===== config.mk =====
export PLATFORM = sky130hd
export DESIGN_NAME = escaped_key_string_decoder
export DESIGN_NICKNAME = d
export VERILOG_FILES = /design/src/hdl/eksd_pkg.sv /design/src/hdl/escaped_key_string_decoder.sv
export SDC_FILE = /design/constraint.sdc
export NUM_CORES = 1
export LEC_CHECK = 0
export ABC_CLOCK_PERIOD_IN_PS = 3000
export BUFFER_PORTS_ARGS = -buffer_cell sky130_fd_sc_hd__buf_4
export CORE_ASPECT_RATIO = 1.25
export CORE_MARGIN = 3
export CORE_UTILIZATION = 52
export CTS_CLUSTER_SIZE = 25
export DETAILED_ROUTE_END_ITERATION = 12
export PLACE_DENSITY = 0.8
export SLEW_MARGIN = 30
export SYNTH_ARGS = -nofsm -noshare
export SYNTH_HDL_FRONTEND = slang
export SYNTH_SLANG_ARGS = --single-unit

===== constraint.sdc =====
create_clock -name clk -period 3 [get_ports clk]
set_input_delay 0.15 -clock clk [delete_from_list [all_inputs] [get_ports clk]]
set_output_delay 0.15 -clock clk [all_outputs]
set_load 0.03 [all_outputs]

===== src/hdl/eksd_pkg.sv =====
// ----------------------------------------------------------------------------
// eksd_pkg - escaped key string decoder definitions
// Register map, result codes, frame status codes, marker bytes and the result record.
// ----------------------------------------------------------------------------
`default_nettype none

package eksd_pkg;

  // register map, word index
  localparam int unsigned REG_DESCENDING_MODE = 0;

  localparam logic [7:0] MARKER_ASC  = 8'h00;
  localparam logic [7:0] MARKER_DESC = 8'hFF;
  localparam logic [7:0] ESCAPE_FLIP = 8'h01;

  typedef enum logic [2:0] {
    KIND_DATA       = 3'd0,
    KIND_MARKER     = 3'd1,
    KIND_TERM       = 3'd2,
    KIND_AFTER_TERM = 3'd3,
    KIND_AFTER_ERR  = 3'd4,
    KIND_BAD_ESC    = 3'd5
  } kind_t;

  typedef enum logic [1:0] {
    STAT_TERM_OK = 2'd0,
    STAT_OPEN_OK = 2'd1,
    STAT_TRUNC   = 2'd2,
    STAT_BAD_ESC = 2'd3
  } status_t;

  typedef struct packed {
    kind_t       kind;
    logic [7:0]  data_byte;
    logic        frame_done;
    status_t     status;
    logic [15:0] count;
  } res_t;

endpackage

`default_nettype wire


===== src/hdl/escaped_key_string_decoder.sv =====
// ----------------------------------------------------------------------------
// escaped_key_string_decoder
// Decodes an order-preserving escaped key string, one encoded byte per transfer.
// ----------------------------------------------------------------------------
// channel   | direction | signals                                  | content
// s_axis    | in        | s_tvalid s_tready s_tdata s_tlast        | encoded byte, frame end
// m_axis    | out       | m_tvalid m_tready m_tdata m_tuser m_tlast| result per byte
// apb       | in        | psel penable pwrite paddr pwdata prdata  | descending_mode
//
// One result per input byte, one byte per cycle while the skid stage is empty.
// The marker-pending flag and the saturating byte count update together on
// each accepted byte; that loop sets the rate.
// A skid register behind the output register keeps the input open for one
// more transfer while m_tready is low; s_tready drops once it is full.
// rst is synchronous: frame state, valids and descending_mode clear to zero.
// ----------------------------------------------------------------------------
`default_nettype none

module escaped_key_string_decoder #(
  parameter int unsigned MAX_FRAME_BYTES = 65535
) (
  input  wire logic        clk,
  input  wire logic        rst,
  // apb configuration
  input  wire logic        psel,
  input  wire logic        penable,
  input  wire logic        pwrite,
  input  wire logic [2:0]  paddr,
  input  wire logic [31:0] pwdata,
  output logic      [31:0] prdata,
  output logic             pready,
  // input stream
  input  wire logic        s_tvalid,
  output logic             s_tready,
  input  wire logic [7:0]  s_tdata,   // [7:0] in_byte
  input  wire logic        s_tlast,   // in_last
  // output stream
  output logic             m_tvalid,
  input  wire logic        m_tready,
  output logic      [31:0] m_tdata,   // [7:0] out_byte, [9:8] frame_status,
                                      // [25:10] consumed_count, [31:26] zero
  output logic      [2:0]  m_tuser,   // [2:0] out_kind
  output logic             m_tlast    // frame_done
);

  localparam logic [15:0] CountCap =
    (MAX_FRAME_BYTES > 32'd65535) ? 16'hFFFF : MAX_FRAME_BYTES[15:0];

  logic descending_mode;

  logic        marker_pending, marker_pending_next;
  logic        terminated_seen, terminated_seen_next;
  logic        error_seen, error_seen_next;
  logic [15:0] byte_count, byte_count_next;

  eksd_pkg::res_t res_next;
  eksd_pkg::res_t out_res;
  eksd_pkg::res_t skid_res;
  logic           out_valid;
  logic           skid_valid;

  logic       accept;
  logic       cfg_write;
  logic [7:0] marker;
  logic [7:0] escape;

  // configuration port
  assign pready    = 1'b1;
  assign cfg_write = psel && penable && pwrite && pready
                     && (paddr[2] == 1'(eksd_pkg::REG_DESCENDING_MODE));

  always_comb begin
    prdata = '0;
    if (paddr[2] == 1'(eksd_pkg::REG_DESCENDING_MODE)) begin
      prdata[0] = descending_mode;
    end
  end

  always_ff @(posedge clk) begin
    if (rst) begin
      descending_mode <= 1'b0;
    end else if (cfg_write) begin
      descending_mode <= pwdata[0];
    end
  end

  // decode
  assign marker = descending_mode ? eksd_pkg::MARKER_DESC : eksd_pkg::MARKER_ASC;
  assign escape = marker ^ eksd_pkg::ESCAPE_FLIP;

  always_comb begin
    logic count_it;
    count_it             = 1'b0;
    marker_pending_next  = marker_pending;
    terminated_seen_next = terminated_seen;
    error_seen_next      = error_seen;
    res_next.kind        = eksd_pkg::KIND_DATA;
    res_next.data_byte   = '0;
    res_next.frame_done  = s_tlast;
    res_next.status      = eksd_pkg::STAT_TERM_OK;
    res_next.count       = '0;

    priority if (terminated_seen) begin
      res_next.kind = eksd_pkg::KIND_AFTER_TERM;
    end else if (error_seen) begin
      res_next.kind = eksd_pkg::KIND_AFTER_ERR;
    end else if (marker_pending) begin
      marker_pending_next = 1'b0;
      priority if (s_tdata == marker) begin
        res_next.kind        = eksd_pkg::KIND_TERM;
        terminated_seen_next = 1'b1;
        count_it             = 1'b1;
      end else if (s_tdata == escape) begin
        count_it = 1'b1;
      end else begin
        res_next.kind   = eksd_pkg::KIND_BAD_ESC;
        error_seen_next = 1'b1;
      end
    end else if (s_tdata == marker) begin
      res_next.kind       = eksd_pkg::KIND_MARKER;
      marker_pending_next = 1'b1;
      count_it            = 1'b1;
    end else begin
      res_next.data_byte = s_tdata ^ marker;
      count_it           = 1'b1;
    end

    // saturating count
    byte_count_next = (count_it && (byte_count < CountCap)) ? byte_count + 16'd1
                                                            : byte_count;

    if (s_tlast) begin
      priority if (error_seen_next) begin
        res_next.status = eksd_pkg::STAT_BAD_ESC;
      end else if (marker_pending_next) begin
        res_next.status = eksd_pkg::STAT_TRUNC;
      end else if (terminated_seen_next) begin
        res_next.status = eksd_pkg::STAT_TERM_OK;
        res_next.count  = byte_count_next;
      end else begin
        res_next.status = eksd_pkg::STAT_OPEN_OK;
        res_next.count  = byte_count_next;
      end
    end
  end

  assign s_tready = !skid_valid;
  assign accept   = s_tvalid && s_tready;

  always_ff @(posedge clk) begin
    if (rst) begin
      marker_pending  <= 1'b0;
      terminated_seen <= 1'b0;
      error_seen      <= 1'b0;
      byte_count      <= '0;
    end else if (accept) begin
      if (s_tlast) begin
        marker_pending  <= 1'b0;
        terminated_seen <= 1'b0;
        error_seen      <= 1'b0;
        byte_count      <= '0;
      end else begin
        marker_pending  <= marker_pending_next;
        terminated_seen <= terminated_seen_next;
        error_seen      <= error_seen_next;
        byte_count      <= byte_count_next;
      end
    end
  end

  // output register with skid stage
  always_ff @(posedge clk) begin
    if (rst) begin
      out_valid  <= 1'b0;
      skid_valid <= 1'b0;
    end else if (m_tready || !out_valid) begin
      if (skid_valid) begin
        out_valid  <= 1'b1;
        skid_valid <= 1'b0;
      end else begin
        out_valid <= accept;
      end
    end else if (accept) begin
      skid_valid <= 1'b1;
    end
  end

  always_ff @(posedge clk) begin
    if (m_tready || !out_valid) begin
      if (skid_valid) begin
        out_res <= skid_res;
      end else if (accept) begin
        out_res <= res_next;
      end
    end else if (accept) begin
      skid_res <= res_next;
    end
  end

  assign m_tvalid = out_valid;
  assign m_tuser  = out_res.kind;
  assign m_tlast  = out_res.frame_done;
  assign m_tdata  = {6'b0, out_res.count, out_res.status, out_res.data_byte};

  // checks
  a_skid_behind_out: assert property (@(posedge clk) disable iff (rst)
    skid_valid |-> out_valid)
    else $error("skid holds a result while the output register is empty");

  a_frame_clear: assert property (@(posedge clk) disable iff (rst)
    (accept && s_tlast) |=> (!marker_pending && !terminated_seen && !error_seen
                             && (byte_count == 16'd0)))
    else $error("frame state not cleared after frame end");

  a_term_err_excl: assert property (@(posedge clk) disable iff (rst)
    !(terminated_seen && error_seen))
    else $error("terminator and error both recorded");

  a_count_cap: assert property (@(posedge clk) disable iff (rst)
    byte_count <= CountCap)
    else $error("byte count above its bound");

  a_byte_zero: assert property (@(posedge clk) disable iff (rst)
    (out_valid && (out_res.kind != eksd_pkg::KIND_DATA)) |-> (out_res.data_byte == 8'h00))
    else $error("non-data result carries a byte");

endmodule

`default_nettype wire


# ---- After elaboration in Yosys (flattened, before gate mapping)
# Cells that the tools add are included.
dict set report op_classes {
  muxes 43
  n_reduce_logical 12
  n_lt_le_gt_ge 1
  n_bitwise 4
  addsub 1
  n_eq_ne 2
}
# op n
set op_table {}
lappend op_table {{two-way mux 16 bit} 4}
lappend op_table {{two-way mux 30 bit} 2}
lappend op_table {{two-way mux 8 bit} 5}
lappend op_table {{two-way mux 1 bit} 23}
lappend op_table {{two-way mux 18 bit} 1}
lappend op_table {{two-way mux 17 bit} 1}
lappend op_table {{adder 16 x 1 -> 16 bit, second input constant} 1}
lappend op_table {{== test 8 bit} 2}
lappend op_table {{less-than comparator 16 bit, second input constant} 1}
lappend op_table {{two-way mux 3 bit} 5}
lappend op_table {{bitwise XOR 8 bit} 1}
lappend op_table {{logical AND 1 bit} 5}
lappend op_table {{two-way mux 2 bit} 2}
lappend op_table {{AND reduction 2 bit} 2}
lappend op_table {{NOT 1 bit} 3}
lappend op_table {{logical NOT 1 bit} 2}
lappend op_table {{nonzero test 2 bit} 1}
lappend op_table {{OR reduction 2 bit} 1}
lappend op_table {{logical OR 1 bit} 1}
dict set report totals {
  inputBits 51
  regBits 82
}

# ---- Depth between registers and ports, before layout
dict set report depth {
  depth_word 16
  ltp_mapped 8
  ltp_nobuf 7
}

# ---- Worst setup path after synthesis
# Ideal clock, no wire load.
dict set report synth_timing {
  kind {flip-flop to flip-flop}
  startpoint {reg skid_valid}
  endpoint {reg skid_res[0] in the netlist's numbering, enable pin}
  required_time_ns 2.583
  arrival_ns 2.263
  setup_slack_ns 0.320
  path_buffers 3
  path_stages_with_launch 6
  period_less_slack_ns 2.680
  path_cell_list {dfxtp_1 > clkbuf_1 > nand2b_1 > clkbuf_1 > clkbuf_1 > nor2_1}
}
dict set report synth_between {
  elab_chain_cells 3
}
# element line
set synth_lines {}
lappend synth_lines {{start: declaration} escaped_key_string_decoder.sv:60} ;# logic skid_valid;
lappend synth_lines {{start signal: assignment} escaped_key_string_decoder.sv:175} ;# skid_valid <= 1'b0;
lappend synth_lines {{start signal: assignment} escaped_key_string_decoder.sv:179} ;# skid_valid <= 1'b0;
lappend synth_lines {{start signal: assignment} escaped_key_string_decoder.sv:184} ;# skid_valid <= 1'b1;
lappend synth_lines {{logical NOT 1 bit} escaped_key_string_decoder.sv:147} ;# assign s_tready = !skid_valid;
lappend synth_lines {{logical AND 1 bit} escaped_key_string_decoder.sv:148} ;# assign accept = s_tvalid && s_tready;
lappend synth_lines {{AND reduction 2 bit (no line)} n/a}
lappend synth_lines {{end signal: assignment} escaped_key_string_decoder.sv:196} ;# skid_res <= res_next;
lappend synth_lines {{end: declaration} escaped_key_string_decoder.sv:58} ;# eksd_pkg::res_t skid_res;
# Every way passes these cells.
# A chain may end at the register's enable or synchronous reset.

# ---- Worst setup path after layout
dict set report layout_timing {
  startpoint {reg descending_mode}
  endpoint {reg out_res (netlist bit m_tdata[15]), data pin}
}
dict set report layout_between {
  elab_chain_cells 16
  elab_cells_between_ends 26
  classes_between {eq/ne: 2; mux: 22; bitwise: 1; reduce/logical: 1}
}
# element line
set layout_lines {}
lappend layout_lines {{start: declaration} escaped_key_string_decoder.sv:49} ;# logic descending_mode;
lappend layout_lines {{start signal: assignment} escaped_key_string_decoder.sv:83} ;# descending_mode <= pwdata[0];
lappend layout_lines {{two-way mux 8 bit *} escaped_key_string_decoder.sv:88} ;# assign marker = descending_mode ? eksd_pkg::MARKER_DESC : eksd_pkg::MARKER_ASC;
lappend layout_lines {{NOT 1 bit (no line)} n/a}
lappend layout_lines {{== test 8 bit} escaped_key_string_decoder.sv:113} ;# end else if (s_tdata == escape) begin
lappend layout_lines {{two-way mux 1 bit} escaped_key_string_decoder.sv:113}
lappend layout_lines {{two-way mux 1 bit} escaped_key_string_decoder.sv:109} ;# priority if (s_tdata == marker) begin
lappend layout_lines {{two-way mux 1 bit} escaped_key_string_decoder.sv:107} ;# end else if (marker_pending) begin
lappend layout_lines {{two-way mux 1 bit} escaped_key_string_decoder.sv:105} ;# end else if (error_seen) begin
lappend layout_lines {{two-way mux 1 bit} escaped_key_string_decoder.sv:103} ;# priority if (terminated_seen) begin
lappend layout_lines {{logical AND 1 bit} escaped_key_string_decoder.sv:129} ;# byte_count_next = (count_it && (byte_count < CountCap)) ? byte_count + 16'd1
lappend layout_lines {{two-way mux 16 bit} escaped_key_string_decoder.sv:129}
lappend layout_lines {{two-way mux 17 bit} escaped_key_string_decoder.sv:137} ;# end else if (terminated_seen_next) begin
lappend layout_lines {{two-way mux 16 bit} escaped_key_string_decoder.sv:135} ;# end else if (marker_pending_next) begin
lappend layout_lines {{two-way mux 16 bit *} escaped_key_string_decoder.sv:133} ;# priority if (error_seen_next) begin
lappend layout_lines {{two-way mux 18 bit *} escaped_key_string_decoder.sv:132} ;# if (s_tlast) begin
lappend layout_lines {{two-way mux 30 bit *} escaped_key_string_decoder.sv:192} ;# end else if (accept) begin
lappend layout_lines {{two-way mux 30 bit *} escaped_key_string_decoder.sv:190} ;# if (skid_valid) begin
lappend layout_lines {{end signal: assignment} escaped_key_string_decoder.sv:191} ;# out_res <= skid_res;
lappend layout_lines {{end signal: assignment} escaped_key_string_decoder.sv:193} ;# out_res <= res_next;
lappend layout_lines {{end: declaration} escaped_key_string_decoder.sv:57} ;# eksd_pkg::res_t out_res;
# Mark *: on every way between the ends. The rest lies on a longest branch, timed or not. The select of a mux whose other input is x is not followed.

==> results.cfg <==
[global_routing]
grt_pass1_vias = 2799
grt_remaining_overflow = 0
grt_pass1_wl_mm = 12.7
grt.total_usage_pct = 17.3
use_met2_pct = 27.6
antenna_found_initial = 0
grtUsageMet1_pct = 21.3
grt_max_degree = 51
grt_use_met3_pct = 4.53
globalRoute.busiestLayer = met2

[synth]
syn_area_sq_mm = 0.00426
syn_area_per_cell_sq_um = 10.3
syn_inst = 412
ys_seq_elements = 82
yosysWarningCount = 0
ys_types = 48
yosysSeqAreaShare_pct = 52.6
synth_top_flop_cell = edfxtp_1
synth-async-reset-ratio_pct = 0
synth_edf_count = 60

[worst_hold_path]
hp-start = pwdata[0]
worst_hold_path.num_cells = 3
hold_class = input pin to flip-flop
whs_endpoint = descending_mode$_SDFFE_PP0P_

[critical_path]
timing.rr.end = m_tdata[15]$_DFFE_PP_
rr_worst_depth = 8
r2r_start = descending_mode$_SDFFE_PP0P_
cp.arrival_ps = 2830
slowest_delay_ps = 530
worstPathMaxFanout = 31
regToRegSetupSlack_ps = 340
worstPathRequired_ps = 3170
slowest_stage = or4_1
cp_cell_sequence = buf_4 > or4_1 > and2_1 > or3_1 > mux2i_1 > nand3b_2 > buf_12 > o31ai_1
path_class = flip-flop to flip-flop
cp-end-kind = flip-flop
start_kind = flip-flop

[cells_and_area]
finalInstanceArea_sq_mm = 0.00475
finalNetCount = 508
drive_gt1_share_pct = 18.5
n_antenna_cell = 0
final.fill_count = 633
utilization_pct = 60.2
stdcell_count = 555
mostFrequentLayoutCell = buf_4
final_cell_mix = buf_4, edfxtp_1, nand2_1
syn_to_final_growth_pct = 11.5

[status]
outcome = finished, final reports clean

[sta]
min_period_over_period_pct = 88.6
rsz0062_at_grt = false
worstMarginPinSlew_ps = 614
fin_tns_setup_ps = 0
final_hold_viol_count = 0
clock.fmax_mhz = 376
finalCriticalPeriod_ps = 2660
relSlewSlack_pct = 58.7
setup_viol = 0
report.final.slew_viol_count = 0
clock_skew_ps = 6.49

[floorplan]
start_util_pct = 54.0
die_y_um = 107
placementRows = 36
dieArea_sq_mm = 0.00932
die_x_um = 86.9
io_pins = 122
core_area_sq_mm = 0.00788

[placement]
dp.cells = 540
place_area_sq_mm = 0.00458
portBuffers = 50
gp_congestion = 0.848
dpl.hpwl_mm = 5.53

[routing]
drc = 0
viasPerCell = 5.54
drt_iter0_markers = 173
antenna_left = 0
wl_mm = 7.96
drtPass1Iterations = 4
route.vias.total = 3077
post_drt_wl_per_cell_um = 14.3

[cts]
cts_made_buffers = 9
clk_pin_slew_worst_paths_ps = 70
clock-sinks = 82
htree_levels = 3
post_cts_resized = 0
tritoncts = yes
cts_hold_buf = 0
clk_latency_ps = 360
clock_path_buffers = 2
cts_setup_buffers = 0
root_buffer = clkbuf_8

[power]
ir_drop_v = 0.000319
p_leak_nw = 1.75
power_density_mw_per_mm2 = 482
total_power_w = 0.00229

[job]
cap_violations = 0
==> cell usage after synthesis, types with 3 or more instances <==
library cell  number  area (sq um)
nor3_1             6          30.0
o31ai_1           24           180
o21a_1             5          37.5
buf_6              3          33.8
xnor2_1            9          78.8
xor2_1            12           105
a21oi_1           19          95.1
a31oi_1           10          62.6
edfxtp_1          60          1800
buf_2              4          20.0
mux2_2             6          67.6
nor2b_1            3          18.8
buf_4             39           293
clkbuf_1          18          67.6
nand3_1            8          40.0
o21ai_0           10          50.1
nand3b_1           4          30.0
nand2_1           40           150
mux2i_1            6          60.1
or4_1              3          22.5
nor2_1            39           146
or3_1             10          62.6
nand2b_1           5          31.3
inv_1              4          15.0
and3_1             6          37.5
and2_1             5          31.3
nand4_1            7          43.8
dfxtp_1           22           440
==> metal layers <==
layer	part of all wire, %	routed length (um)
met1	41	3240
met5	0	0
met3	7.9	625
met4	2.6	206
met2	49	3880
==> worst max path at each step <==
stage | startpoint | end | slack [ps] | cells after the start
floorplan | skid_valid$_SDFFE_PP0P_ | skid_res[0]$_DFFE_PP_ | 320 | 5
global placement | descending_mode$_SDFFE_PP0P_ | m_tdata[22]$_DFFE_PP_ | 370 | 7
detailed placement | descending_mode$_SDFFE_PP0P_ | m_tdata[11]$_DFFE_PP_ | 360 | 7
CTS | descending_mode$_SDFFE_PP0P_ | m_tdata[11]$_DFFE_PP_ | 340 | 7
global route | descending_mode$_SDFFE_PP0P_ | m_tdata[15]$_DFFE_PP_ | 170 | 7
finish | descending_mode$_SDFFE_PP0P_ | m_tdata[15]$_DFFE_PP_ | 340 | 8
==> logic make-up (layout without fill, tap and decap cells) <==
family	after synthesis	count (layout)	synth area share (%)
flops	82	82	52.6
buf+inv	69	81	10.2
compound gates	79	79	12.3
xor+xnor	21	21	4.32
fa+ha+maj	1	1	0.294
other cells	2	38	0.176
simple gates	146	146	17.1
mux	12	12	3.00
==> where the power goes <==
part	switching [W]	internal, W
sequential	0.0000120	0.00126
combinational	0.000206	0.0000817
clock	0.000364	0.000366
total	0.000582	0.00170
==> cell type report <==
cell class / instances / area (sq um) / share of cell area, %
tap: 95 / 119 / 2.50
multi-input combinational: 297 / 1720 / 36.3
sequential: 82 / 2240 / 47.2
clock buffer: 9 / 124 / 2.61
clock inverter: 6 / 48.8 / 1.03
inverter: 4 / 15.0 / 0.316
timing repair buffer: 62 / 478 / 10.1
==> state kept, by name (all words and copies together), names as in the netlist <==
name	count
skid_res	30
m_tdata	26
byte_count	16
m_tuser	3
descending_mode	1
error_seen	1
m_tlast	1
m_tvalid	1
marker_pending	1
skid_valid	1
terminated_seen	1
==> through the flow <==
stage	hold slack [ps]	setup WS [ps]
CTS	27.5	342
floorplan	249	320
global route	61.1	171
finish	35.5	343
detailed placement	405	364
global placement	389	369
==> critical path: cells and delay by family, from the launching register on <==
kind,cells,cell delay (ps)
AO/OA/AOI/OAI,1,260
buffers and inverters,2,360
flip-flops,1,360
multiplexers,1,150
AND/OR/NAND/NOR,4,1330
Power figures use the tool's default switching activity.
